<file path="src/rtl/tbk_pkg.sv">
// Shared types and constants for the timer bank with auto-reload.
// Field widths, command and result codes, and the queued command item.
// No dependencies.
package tbk_pkg;

    localparam int DEF_NUM_SLOTS   = 16;
    localparam int DEF_COUNT_WIDTH = 24;

    localparam int CMD_W     = 3;
    localparam int SLOT_W    = 4;
    localparam int SETTING_W = 24;
    localparam int TAG_W     = 16;
    localparam int KIND_W    = 4;

    // power of two: pointers wrap naturally
    localparam int QUEUE_DEPTH = 2;

    localparam logic [CMD_W-1:0] CMD_TICK   = 3'd0;
    localparam logic [CMD_W-1:0] CMD_ALLOC  = 3'd1;
    localparam logic [CMD_W-1:0] CMD_START  = 3'd2;
    localparam logic [CMD_W-1:0] CMD_STOP   = 3'd3;
    localparam logic [CMD_W-1:0] CMD_REPEAT = 3'd4;

    localparam logic [KIND_W-1:0] KIND_EXPIRED   = 4'd0;
    localparam logic [KIND_W-1:0] KIND_TICK_DONE = 4'd1;
    localparam logic [KIND_W-1:0] KIND_ALLOCATED = 4'd2;
    localparam logic [KIND_W-1:0] KIND_FULL      = 4'd3;
    localparam logic [KIND_W-1:0] KIND_STARTED   = 4'd4;
    localparam logic [KIND_W-1:0] KIND_RUNNING   = 4'd5;
    localparam logic [KIND_W-1:0] KIND_STOPPED   = 4'd6;
    localparam logic [KIND_W-1:0] KIND_NOT_ALLOC = 4'd7;
    localparam logic [KIND_W-1:0] KIND_MODE_SET  = 4'd8;

    typedef struct packed {
        logic [CMD_W-1:0]     op;
        logic [SLOT_W-1:0]    slot;
        logic [SETTING_W-1:0] setting;
        logic [TAG_W-1:0]     tag;
        logic                 rep;
    } cmd_item_t;

endpackage

</file>
<file path="src/rtl/tbk_front.sv">
// Command front end: takes input transfers, drops unknown commands and
// queues the rest for the execution side. Depends on tbk_pkg.
module tbk_front
    import tbk_pkg::*;
(
    input  logic                 clk,
    input  logic                 rst_n,
    input  logic                 in_valid,
    output logic                 in_stall,
    input  logic [CMD_W-1:0]     cmd,
    input  logic [SLOT_W-1:0]    slot,
    input  logic [SETTING_W-1:0] count_setting,
    input  logic [TAG_W-1:0]     tag,
    input  logic                 repeat_req,
    output logic                 q_valid,
    output cmd_item_t            q_item,
    input  logic                 q_pop
);

    localparam int PTR_W = (QUEUE_DEPTH > 1) ? $clog2(QUEUE_DEPTH) : 1;

    cmd_item_t        q_mem [QUEUE_DEPTH];
    logic [PTR_W-1:0] wr_ptr_reg;
    logic [PTR_W-1:0] wr_ptr_next;
    logic [PTR_W-1:0] rd_ptr_reg;
    logic [PTR_W-1:0] rd_ptr_next;
    logic [PTR_W:0]   fill_reg;
    logic [PTR_W:0]   fill_next;
    logic             cmd_known;
    logic             push;
    logic             pop;
    cmd_item_t        new_item;

    assign cmd_known = (cmd == CMD_TICK) || (cmd == CMD_ALLOC) || (cmd == CMD_START)
                    || (cmd == CMD_STOP) || (cmd == CMD_REPEAT);
    assign in_stall  = (fill_reg == (PTR_W+1)'(QUEUE_DEPTH));
    assign push      = in_valid && !in_stall && cmd_known;
    assign q_valid   = (fill_reg != '0);
    assign pop       = q_pop && q_valid;
    assign q_item    = q_mem[rd_ptr_reg];

    always_comb
    begin
        new_item.op      = cmd;
        new_item.slot    = slot;
        new_item.setting = count_setting;
        new_item.tag     = tag;
        new_item.rep     = repeat_req;
        wr_ptr_next      = push ? wr_ptr_reg + PTR_W'(1) : wr_ptr_reg;
        rd_ptr_next      = pop ? rd_ptr_reg + PTR_W'(1) : rd_ptr_reg;
        fill_next        = fill_reg;
        if (push && !pop)
        begin
            fill_next = fill_reg + (PTR_W+1)'(1);
        end
        else if (pop && !push)
        begin
            fill_next = fill_reg - (PTR_W+1)'(1);
        end
    end

    always_ff @(posedge clk)
    begin
        if (push)
        begin
            q_mem[wr_ptr_reg] <= new_item;
        end
    end

    always_ff @(posedge clk or negedge rst_n)
    begin
        if (!rst_n)
        begin
            wr_ptr_reg <= '0;
            rd_ptr_reg <= '0;
            fill_reg   <= '0;
        end
        else
        begin
            wr_ptr_reg <= wr_ptr_next;
            rd_ptr_reg <= rd_ptr_next;
            fill_reg   <= fill_next;
        end
    end

endmodule

</file>
<file path="src/rtl/tbk_back.sv">
// Execution side: slot flags, count/reload/tag memories, tick sweep
// sequencer and the result register. Depends on tbk_pkg.
module tbk_back
    import tbk_pkg::*;
#(
    parameter int NUM_SLOTS   = DEF_NUM_SLOTS,
    parameter int COUNT_WIDTH = DEF_COUNT_WIDTH
)
(
    input  logic              clk,
    input  logic              rst_n,
    input  logic              q_valid,
    input  cmd_item_t         q_item,
    output logic              q_pop,
    output logic              out_valid,
    input  logic              out_stall,
    output logic [KIND_W-1:0] kind,
    output logic [SLOT_W-1:0] slot_out,
    output logic [TAG_W-1:0]  tag_out,
    output logic              last
);

    localparam int IDX_W = (NUM_SLOTS > 1) ? $clog2(NUM_SLOTS) : 1;
    localparam logic [IDX_W-1:0] LAST_IDX = IDX_W'(NUM_SLOTS - 1);

    localparam logic [2:0] ST_IDLE    = 3'd0;
    localparam logic [2:0] ST_SCAN    = 3'd1;
    localparam logic [2:0] ST_EVAL    = 3'd2;
    localparam logic [2:0] ST_FLUSH   = 3'd3;
    localparam logic [2:0] ST_ALLOC   = 3'd4;
    localparam logic [2:0] ST_SINGLE  = 3'd5;
    localparam logic [2:0] ST_STOP_RD = 3'd6;
    localparam logic [2:0] ST_STOP_WR = 3'd7;

    logic [COUNT_WIDTH-1:0] count_mem  [NUM_SLOTS];
    logic [COUNT_WIDTH-1:0] reload_mem [NUM_SLOTS];
    logic [TAG_W-1:0]       tag_mem    [NUM_SLOTS];
    logic [COUNT_WIDTH-1:0] rd_count_reg;
    logic [COUNT_WIDTH-1:0] rd_reload_reg;
    logic [TAG_W-1:0]       rd_tag_reg;

    logic [2:0]           state_reg, state_next;
    logic [IDX_W-1:0]     idx_reg, idx_next;
    logic                 pend_valid_reg, pend_valid_next;
    logic [SLOT_W-1:0]    pend_slot_reg, pend_slot_next;
    logic [TAG_W-1:0]     pend_tag_reg, pend_tag_next;
    logic [NUM_SLOTS-1:0] used_reg, used_next;
    logic [NUM_SLOTS-1:0] running_reg, running_next;
    logic [NUM_SLOTS-1:0] repeat_reg, repeat_next;
    cmd_item_t            cur_item_reg, cur_item_next;
    logic                 out_valid_reg, out_valid_next;
    logic [KIND_W-1:0]    out_kind_reg;
    logic [SLOT_W-1:0]    out_slot_reg;
    logic [TAG_W-1:0]     out_tag_reg;
    logic                 out_last_reg;

    logic                   rd_en;
    logic [IDX_W-1:0]       rd_addr;
    logic                   cnt_we;
    logic [IDX_W-1:0]       cnt_waddr;
    logic [COUNT_WIDTH-1:0] cnt_wdata;
    logic                   alloc_we;
    logic                   emit_en;
    logic [KIND_W-1:0]      emit_kind;
    logic [SLOT_W-1:0]      emit_slot;
    logic [TAG_W-1:0]       emit_tag;
    logic                   emit_last;
    logic                   advance;
    logic                   out_free;
    logic [IDX_W-1:0]       slot_idx;
    logic                   slot_ok;
    logic                   slot_run;
    logic [IDX_W-1:0]       free_idx;
    logic                   free_found;
    logic [COUNT_WIDTH-1:0] sat_count;

    assign out_free  = !out_valid_reg || !out_stall;
    assign slot_idx  = IDX_W'(cur_item_reg.slot);
    assign slot_ok   = (32'(cur_item_reg.slot) < 32'(NUM_SLOTS)) ? used_reg[slot_idx] : 1'b0;
    assign slot_run  = slot_ok ? running_reg[slot_idx] : 1'b0;
    assign sat_count = (|(cur_item_reg.setting >> COUNT_WIDTH)) ? '1
                     : COUNT_WIDTH'(cur_item_reg.setting);

    // lowest free slot
    always_comb
    begin
        free_idx   = '0;
        free_found = 1'b0;
        for (int i = NUM_SLOTS - 1; i >= 0; i--)
        begin
            if (!used_reg[i])
            begin
                free_idx   = IDX_W'(i);
                free_found = 1'b1;
            end
        end
    end

    always_comb
    begin
        state_next      = state_reg;
        idx_next        = idx_reg;
        pend_valid_next = pend_valid_reg;
        pend_slot_next  = pend_slot_reg;
        pend_tag_next   = pend_tag_reg;
        used_next       = used_reg;
        running_next    = running_reg;
        repeat_next     = repeat_reg;
        cur_item_next   = cur_item_reg;
        q_pop           = 1'b0;
        rd_en           = 1'b0;
        rd_addr         = slot_idx;
        cnt_we          = 1'b0;
        cnt_waddr       = slot_idx;
        cnt_wdata       = rd_reload_reg;
        alloc_we        = 1'b0;
        emit_en         = 1'b0;
        emit_kind       = KIND_TICK_DONE;
        emit_slot       = '0;
        emit_tag        = '0;
        emit_last       = 1'b1;
        advance         = 1'b0;

        unique case (state_reg)
            ST_IDLE:
            begin
                if (q_valid)
                begin
                    q_pop           = 1'b1;
                    cur_item_next   = q_item;
                    idx_next        = '0;
                    pend_valid_next = 1'b0;
                    unique case (q_item.op)
                        CMD_TICK:  state_next = ST_SCAN;
                        CMD_ALLOC: state_next = ST_ALLOC;
                        CMD_STOP:  state_next = ST_STOP_RD;
                        default:   state_next = ST_SINGLE;
                    endcase
                end
            end
            ST_SCAN:
            begin
                if (used_reg[idx_reg] && running_reg[idx_reg])
                begin
                    rd_en      = 1'b1;
                    rd_addr    = idx_reg;
                    state_next = ST_EVAL;
                end
                else
                begin
                    advance = 1'b1;
                end
            end
            ST_EVAL:
            begin
                cnt_waddr = idx_reg;
                if (rd_count_reg != '0)
                begin
                    cnt_we    = 1'b1;
                    cnt_wdata = rd_count_reg - COUNT_WIDTH'(1);
                    advance   = 1'b1;
                end
                else if (!pend_valid_reg || out_free)
                begin
                    // previous expiry goes out; this one is held until the
                    // sweep knows whether it is the final one
                    emit_en         = pend_valid_reg;
                    emit_kind       = KIND_EXPIRED;
                    emit_slot       = pend_slot_reg;
                    emit_tag        = pend_tag_reg;
                    emit_last       = 1'b0;
                    pend_valid_next = 1'b1;
                    pend_slot_next  = SLOT_W'(idx_reg);
                    pend_tag_next   = rd_tag_reg;
                    if (repeat_reg[idx_reg])
                    begin
                        cnt_we    = 1'b1;
                        cnt_wdata = rd_reload_reg;
                    end
                    else
                    begin
                        running_next[idx_reg] = 1'b0;
                    end
                    advance = 1'b1;
                end
            end
            ST_FLUSH:
            begin
                if (out_free)
                begin
                    emit_en = 1'b1;
                    if (pend_valid_reg)
                    begin
                        emit_kind = KIND_EXPIRED;
                        emit_slot = pend_slot_reg;
                        emit_tag  = pend_tag_reg;
                    end
                    pend_valid_next = 1'b0;
                    state_next      = ST_IDLE;
                end
            end
            ST_ALLOC:
            begin
                if (out_free)
                begin
                    emit_en = 1'b1;
                    if (free_found)
                    begin
                        alloc_we               = 1'b1;
                        cnt_we                 = 1'b1;
                        cnt_waddr              = free_idx;
                        cnt_wdata              = sat_count;
                        used_next[free_idx]    = 1'b1;
                        running_next[free_idx] = 1'b0;
                        repeat_next[free_idx]  = 1'b0;
                        emit_kind              = KIND_ALLOCATED;
                        emit_slot              = SLOT_W'(free_idx);
                    end
                    else
                    begin
                        emit_kind = KIND_FULL;
                    end
                    state_next = ST_IDLE;
                end
            end
            ST_SINGLE:
            begin
                if (out_free)
                begin
                    emit_en    = 1'b1;
                    emit_slot  = cur_item_reg.slot;
                    emit_kind  = KIND_NOT_ALLOC;
                    state_next = ST_IDLE;
                    if (slot_ok)
                    begin
                        if (cur_item_reg.op == CMD_REPEAT)
                        begin
                            repeat_next[slot_idx] = cur_item_reg.rep;
                            emit_kind             = KIND_MODE_SET;
                        end
                        else if (slot_run)
                        begin
                            emit_kind = KIND_RUNNING;
                        end
                        else
                        begin
                            running_next[slot_idx] = 1'b1;
                            emit_kind              = KIND_STARTED;
                        end
                    end
                end
            end
            ST_STOP_RD:
            begin
                rd_en      = slot_ok;
                state_next = ST_STOP_WR;
            end
            ST_STOP_WR:
            begin
                if (out_free)
                begin
                    emit_en    = 1'b1;
                    emit_slot  = cur_item_reg.slot;
                    emit_kind  = KIND_NOT_ALLOC;
                    state_next = ST_IDLE;
                    if (slot_ok)
                    begin
                        cnt_we                 = 1'b1;
                        running_next[slot_idx] = 1'b0;
                        repeat_next[slot_idx]  = 1'b0;
                        emit_kind              = KIND_STOPPED;
                    end
                end
            end
            default:
            begin
                state_next = ST_IDLE;
            end
        endcase

        if (advance)
        begin
            if (idx_reg == LAST_IDX)
            begin
                state_next = ST_FLUSH;
            end
            else
            begin
                idx_next   = idx_reg + IDX_W'(1);
                state_next = ST_SCAN;
            end
        end
    end

    assign out_valid_next = emit_en || (out_valid_reg && out_stall);

    always_ff @(posedge clk)
    begin
        if (cnt_we)
        begin
            count_mem[cnt_waddr] <= cnt_wdata;
        end
        if (alloc_we)
        begin
            reload_mem[free_idx] <= sat_count;
            tag_mem[free_idx]    <= cur_item_reg.tag;
        end
        if (rd_en)
        begin
            rd_count_reg  <= count_mem[rd_addr];
            rd_reload_reg <= reload_mem[rd_addr];
            rd_tag_reg    <= tag_mem[rd_addr];
        end
    end

    always_ff @(posedge clk)
    begin
        cur_item_reg  <= cur_item_next;
        pend_slot_reg <= pend_slot_next;
        pend_tag_reg  <= pend_tag_next;
        if (emit_en)
        begin
            out_kind_reg <= emit_kind;
            out_slot_reg <= emit_slot;
            out_tag_reg  <= emit_tag;
            out_last_reg <= emit_last;
        end
    end

    always_ff @(posedge clk or negedge rst_n)
    begin
        if (!rst_n)
        begin
            state_reg      <= ST_IDLE;
            idx_reg        <= '0;
            pend_valid_reg <= 1'b0;
            used_reg       <= '0;
            running_reg    <= '0;
            repeat_reg     <= '0;
            out_valid_reg  <= 1'b0;
        end
        else
        begin
            state_reg      <= state_next;
            idx_reg        <= idx_next;
            pend_valid_reg <= pend_valid_next;
            used_reg       <= used_next;
            running_reg    <= running_next;
            repeat_reg     <= repeat_next;
            out_valid_reg  <= out_valid_next;
        end
    end

    assign out_valid = out_valid_reg;
    assign kind      = out_kind_reg;
    assign slot_out  = out_slot_reg;
    assign tag_out   = out_tag_reg;
    assign last      = out_last_reg;

    a_emit_free: assert property (@(posedge clk) disable iff (!rst_n)
        emit_en |-> out_free)
        else $error("result loaded over an untaken transfer");

    a_run_used: assert property (@(posedge clk) disable iff (!rst_n)
        (running_reg & ~used_reg) == '0)
        else $error("running flag on a free slot");

    a_rep_used: assert property (@(posedge clk) disable iff (!rst_n)
        (repeat_reg & ~used_reg) == '0)
        else $error("repeat flag on a free slot");

    a_pend_tick: assert property (@(posedge clk) disable iff (!rst_n)
        pend_valid_reg |-> (state_reg == ST_SCAN || state_reg == ST_EVAL
                            || state_reg == ST_FLUSH))
        else $error("held expiry outside a tick sweep");

    a_pop_busy: assert property (@(posedge clk) disable iff (!rst_n)
        q_pop |=> state_reg != ST_IDLE)
        else $error("command popped but not started");

endmodule

</file>
<file path="src/rtl/timer_bank_with_auto_reload_top.sv">
// Top level of the timer bank with auto-reload: command queue front end
// and slot execution back end. Depends on tbk_pkg, tbk_front, tbk_back.
//
//   channel | direction | handshake          | payload
//   input   | in        | in_valid/in_stall  | cmd, slot, count_setting, tag, repeat_req
//   result  | out       | out_valid/out_stall| kind, slot_out, tag_out, last
//
// A two-entry queue sits between intake and execution; unknown commands
// are dropped at intake. Allocate, start and set repeat each run in one state;
// stop reads the slot, then reloads its count. A tick sweeps the slots in order
// through the count memory port, reading and then evaluating each running slot.
// Result stalls hold the sweep only when an expiry or the closing result must leave.
// Reset clears flags and control; count, reload and tag memories are not cleared.
module timer_bank_with_auto_reload_top
    import tbk_pkg::*;
#(
    parameter int NUM_SLOTS   = DEF_NUM_SLOTS,
    parameter int COUNT_WIDTH = DEF_COUNT_WIDTH
)
(
    input  logic                 clk,
    input  logic                 rst_n,
    input  logic                 in_valid,
    output logic                 in_stall,
    input  logic [CMD_W-1:0]     cmd,
    input  logic [SLOT_W-1:0]    slot,
    input  logic [SETTING_W-1:0] count_setting,
    input  logic [TAG_W-1:0]     tag,
    input  logic                 repeat_req,
    output logic                 out_valid,
    input  logic                 out_stall,
    output logic [KIND_W-1:0]    kind,
    output logic [SLOT_W-1:0]    slot_out,
    output logic [TAG_W-1:0]     tag_out,
    output logic                 last
);

    logic      q_valid;
    logic      q_pop;
    cmd_item_t q_item;

    tbk_front u_front (
        .clk           (clk),
        .rst_n         (rst_n),
        .in_valid      (in_valid),
        .in_stall      (in_stall),
        .cmd           (cmd),
        .slot          (slot),
        .count_setting (count_setting),
        .tag           (tag),
        .repeat_req    (repeat_req),
        .q_valid       (q_valid),
        .q_item        (q_item),
        .q_pop         (q_pop)
    );

    tbk_back #(
        .NUM_SLOTS   (NUM_SLOTS),
        .COUNT_WIDTH (COUNT_WIDTH)
    ) u_back (
        .clk       (clk),
        .rst_n     (rst_n),
        .q_valid   (q_valid),
        .q_item    (q_item),
        .q_pop     (q_pop),
        .out_valid (out_valid),
        .out_stall (out_stall),
        .kind      (kind),
        .slot_out  (slot_out),
        .tag_out   (tag_out),
        .last      (last)
    );

endmodule
</file>
<file path="config.mk">
export PLATFORM = sky130hd
export DESIGN_NAME = timer_bank_with_auto_reload_top
export DESIGN_NICKNAME = d
export VERILOG_FILES = /design/src/rtl/tbk_pkg.sv /design/src/rtl/tbk_front.sv /design/src/rtl/tbk_back.sv /design/src/rtl/timer_bank_with_auto_reload_top.sv
export SDC_FILE = /design/constraint.sdc
export NUM_CORES = 2
export LEC_CHECK = 0
export BUFFER_PORTS_ARGS = -buffer_cell sky130_fd_sc_hd__buf_2
export CORE_AREA = 5 5 322 482
export DETAILED_ROUTE_END_ITERATION = 16
export DIE_AREA = 0 0 327 487
export GPL_ROUTABILITY_DRIVEN = 1
export SYNTH_ARGS = -nofsm -noshare
export SYNTH_HDL_FRONTEND = slang
export SYNTH_SLANG_ARGS = --single-unit
</file>
<file path="constraint.sdc">
create_clock -name clk -period 6.8 [get_ports clk]
set_input_delay 0.34 -clock clk [delete_from_list [all_inputs] [get_ports clk]]
set_output_delay 0.34 -clock clk [all_outputs]
set_load 0.01 [all_outputs]
</file>
==> impl_results.md <==
- Die area: 159200 um^2
- Total power: 29.83 mW
- Static leakage: between 20 and 25 nW
- H-tree depth: 4
- Fmax: between 150 and 200 MHz
- Synthesized Nets: about 6300
- Post-Layout Cell Count: between 8000 and 9000
- Buffers & Inverters on Critical Path: 2
- Largest net degree at the start of global routing: about 220
- Syn-to-layout area delta: 9.925%
- Global route overflow: 0
- Largest family of logic cells by synthesized area: compound AO/OA/AOI/OAI gates
- Fin area: 73920 um^2
- WL per Instance: 26.93 um
- Tot GR Track Use: 26.37%
- 1st-iter DRT viols: about 5900
- Top FF cell, synth: edfxtp_1
- VDD IR max: between 0.3 and 0.4 mV
- Tcrit/Tclk final: 76.58%
- FF+latch count, synth: ~1300
- Setup violators final: 0
- Min Tclk post-route: 5208 ps
- Worst setup path category: register to register
- Die X: 327 um
- Initial antenna violation count: 1
- Worst Setup Start Kind: register
- Status: finished, final reports clean
- Pre-CTS WS: ~1700 ps
- Clk slew on worst S/H paths: 60 ps
- Crit path launch: u_back.idx_reg[1]
- Compound-Gate Fraction of Synth Area: around 20%
- Final hold vios: 0
- Row Count: roughly 180
- Worst R2R Start: u_back.idx_reg[1]
- Routed via count: 52310
- Top Registers: u_back.count_mem x384, u_back.reload_mem x384, u_back.tag_mem x256
- Vias per cell: 6.486
- Final core occ: between 40% and 50%
- CTS Buf Count: 134
- Max stage delay cell, worst path: buf_4
- CP arrival: 5720 ps
- Core area: 150900 um^2
- Fin Setup TNS: 0 ps
- Type of element capturing the critical path: register
- Skew-Pair Late Insertion Delay: between 700 and 800 ps
- EDFF count, synth: roughly 1300
- CTS tree: done
- Post-synthesis xor/xnor area fraction: 0.3256%
- Synth warn: 0
- Final setup skew: 29.17 ps
- CTS sink count: between 1000 and 1500
- Final WS setup: about 1600 ps
- Worst path cell trace: inv_8 > nand3_1 > a21oi_1 > and3_4 > buf_4 > a211oi_1 > a311oi_1 > o22ai_1 > or4_1
- WP data required: 7310 ps
- Pre-antenna DRT Iters: 6
- Post-synth ARST share: 4.559%
- Hold Path Class: input port to register
- Vias in the first global route: between 50000 and 60000
- First-pass GRT wire length: approximately 320000 um
- Top delay family on crit path: buffers and inverters
- Max-cap violations: 0
- PD cells: approximately 400 nW/um^2
- Largest fanout on the critical path: 105
- Sequential share of the synthesized area: 59.30%
- WL final: around 220000 um
- Placed cell count: between 7000 and 8000
- Min Hold Slack: 235.5 ps
- RSZ-0062 raised after global routing: no
- Library cells used by synthesis: 77
- Mux cell area share after synthesis: 1.347%
- Avg Inst Size Synth: ~11 um^2
- Adder-Cell Fraction of Synth Area: 0.1302%
- Gpl congestion: roughly 0.93
- PostCTS Resize Cnt: 0
- DP Wirelength: ~110000 um
- Cell area after synthesis: 67240 um^2
- DRC viols: 0
- Most frequent cells in the layout: 1363 x nand2_1, 1277 x edfxtp_1, 515 x nand2b_1
- DIE HEIGHT: 487 um
- Final ANT Viol Nets: 0
- Hold_sp: out_stall
- Critical path's largest stage delay: 900 ps
- Slew @ Worst Pin: between 1000 and 1500 ps
- Starting Density: 44.57%
- Relative slew slack: 7.075%
- PortBufs: 78
- DP Area: just under 70000 um^2
- Root Buffer: clkbuf_16
- Share of post-route cells with drive strength above 1: 8.647%
- Final Max Tran Viols: 0
- Simple-gate area share of the yosys netlist: 15.02%
- Final #Nets: 6071
- Bufs on Longest Clock Path: 3
- Cells after Synth: 6213
- Most common cell after layout, fill and taps aside: nand2_1
- I/O pins: 79
## final timing paths
path / to / slack, ps / cells after the start
setup / recovery: u_back.rd_count_reg[5] / 1590 / 9
hold / removal: u_back.out_valid / 240 / 3
setup reg to reg: u_back.rd_count_reg[5] / 1590 / 9
hold reg to reg: u_back.pend_tag_reg[5] / 410 / 0
max in group asynchronous: u_back.idx_reg[1] / 5840 / 3
min in group asynchronous: u_back.repeat_reg[1] / 280 / 3
## synthesized netlist by cell type, types with 24 or more instances
cell type | instances | area [um^2]
nand3_1 | 31 | 155.2
a22oi_1 | 204 | 1531
a211oi_1 | 514 | 3859
o22ai_1 | 133 | 832.1
clkbuf_1 | 415 | 1558
dfrtp_1 | 61 | 1526
o21ai_0 | 282 | 1411
o21ai_1 | 45 | 225.2
nor2_1 | 94 | 352.8
nand2b_1 | 515 | 3222
and2_1 | 24 | 150.1
mux2_2 | 46 | 518.0
buf_2 | 142 | 710.7
or4_1 | 69 | 518.0
edfxtp_1 | 1277 | 38350
nand2_1 | 1364 | 5120
a311oi_1 | 321 | 2811
a21oi_1 | 376 | 1882
## worst reg2reg max path: stages (launching register included)
cell and delay, ps:
dfrtp_4 770, inv_8 660, nand3_1 180, a21oi_1 450
and3_4 760, buf_4 940, a211oi_1 250, a311oi_1 290
o22ai_1 120, or4_1 530
## area by class of cell
cell class                      count  area, um^2
Inverter                           22       90.09
Timing Repair Buffer              257        2110
Antenna cell                        1       2.502
Clock buffer                      173        3636
Fill cell                       13060       76950
Clock inverter                     69       676.9
Sequential cell                  1338       39880
Tap cell                         1947        2436
Multi-Input combinational cell   4259       25090
## per-layer routing
layer | GRT usage (%) | wire length (um)
met1 | 33.28 | 82930
met2 | 44.50 | 106900
met3 | 3.647 | 15670
met4 | 13.56 | 11750
met5 | 0 | 0
## cells by family after synthesis
| logic type | after synthesis |
|---|---|
| and+or+nand+nor | 2188 |
| adders and majority gates | 7 |
| muxes | 66 |
| AOI/OAI and AO/OA | 1973 |
| DFF | 1338 |
| buffers and inverters | 616 |
| xor gates and xnor gates | 25 |
## power by group
part,switching (mW),internal (mW)
registers,0.875,10.9
clock network,3.22,4.24
logic,7.34,3.29
## what timing repair did
item / 4_1_cts / 5_1_grt
hold buffers: 50 / 0
setup endpoints to repair: 0 / 0
buffers inserted: 0 / 0
hold endpoints to repair: 158 / 0
Power figures use the tool's default switching activity.
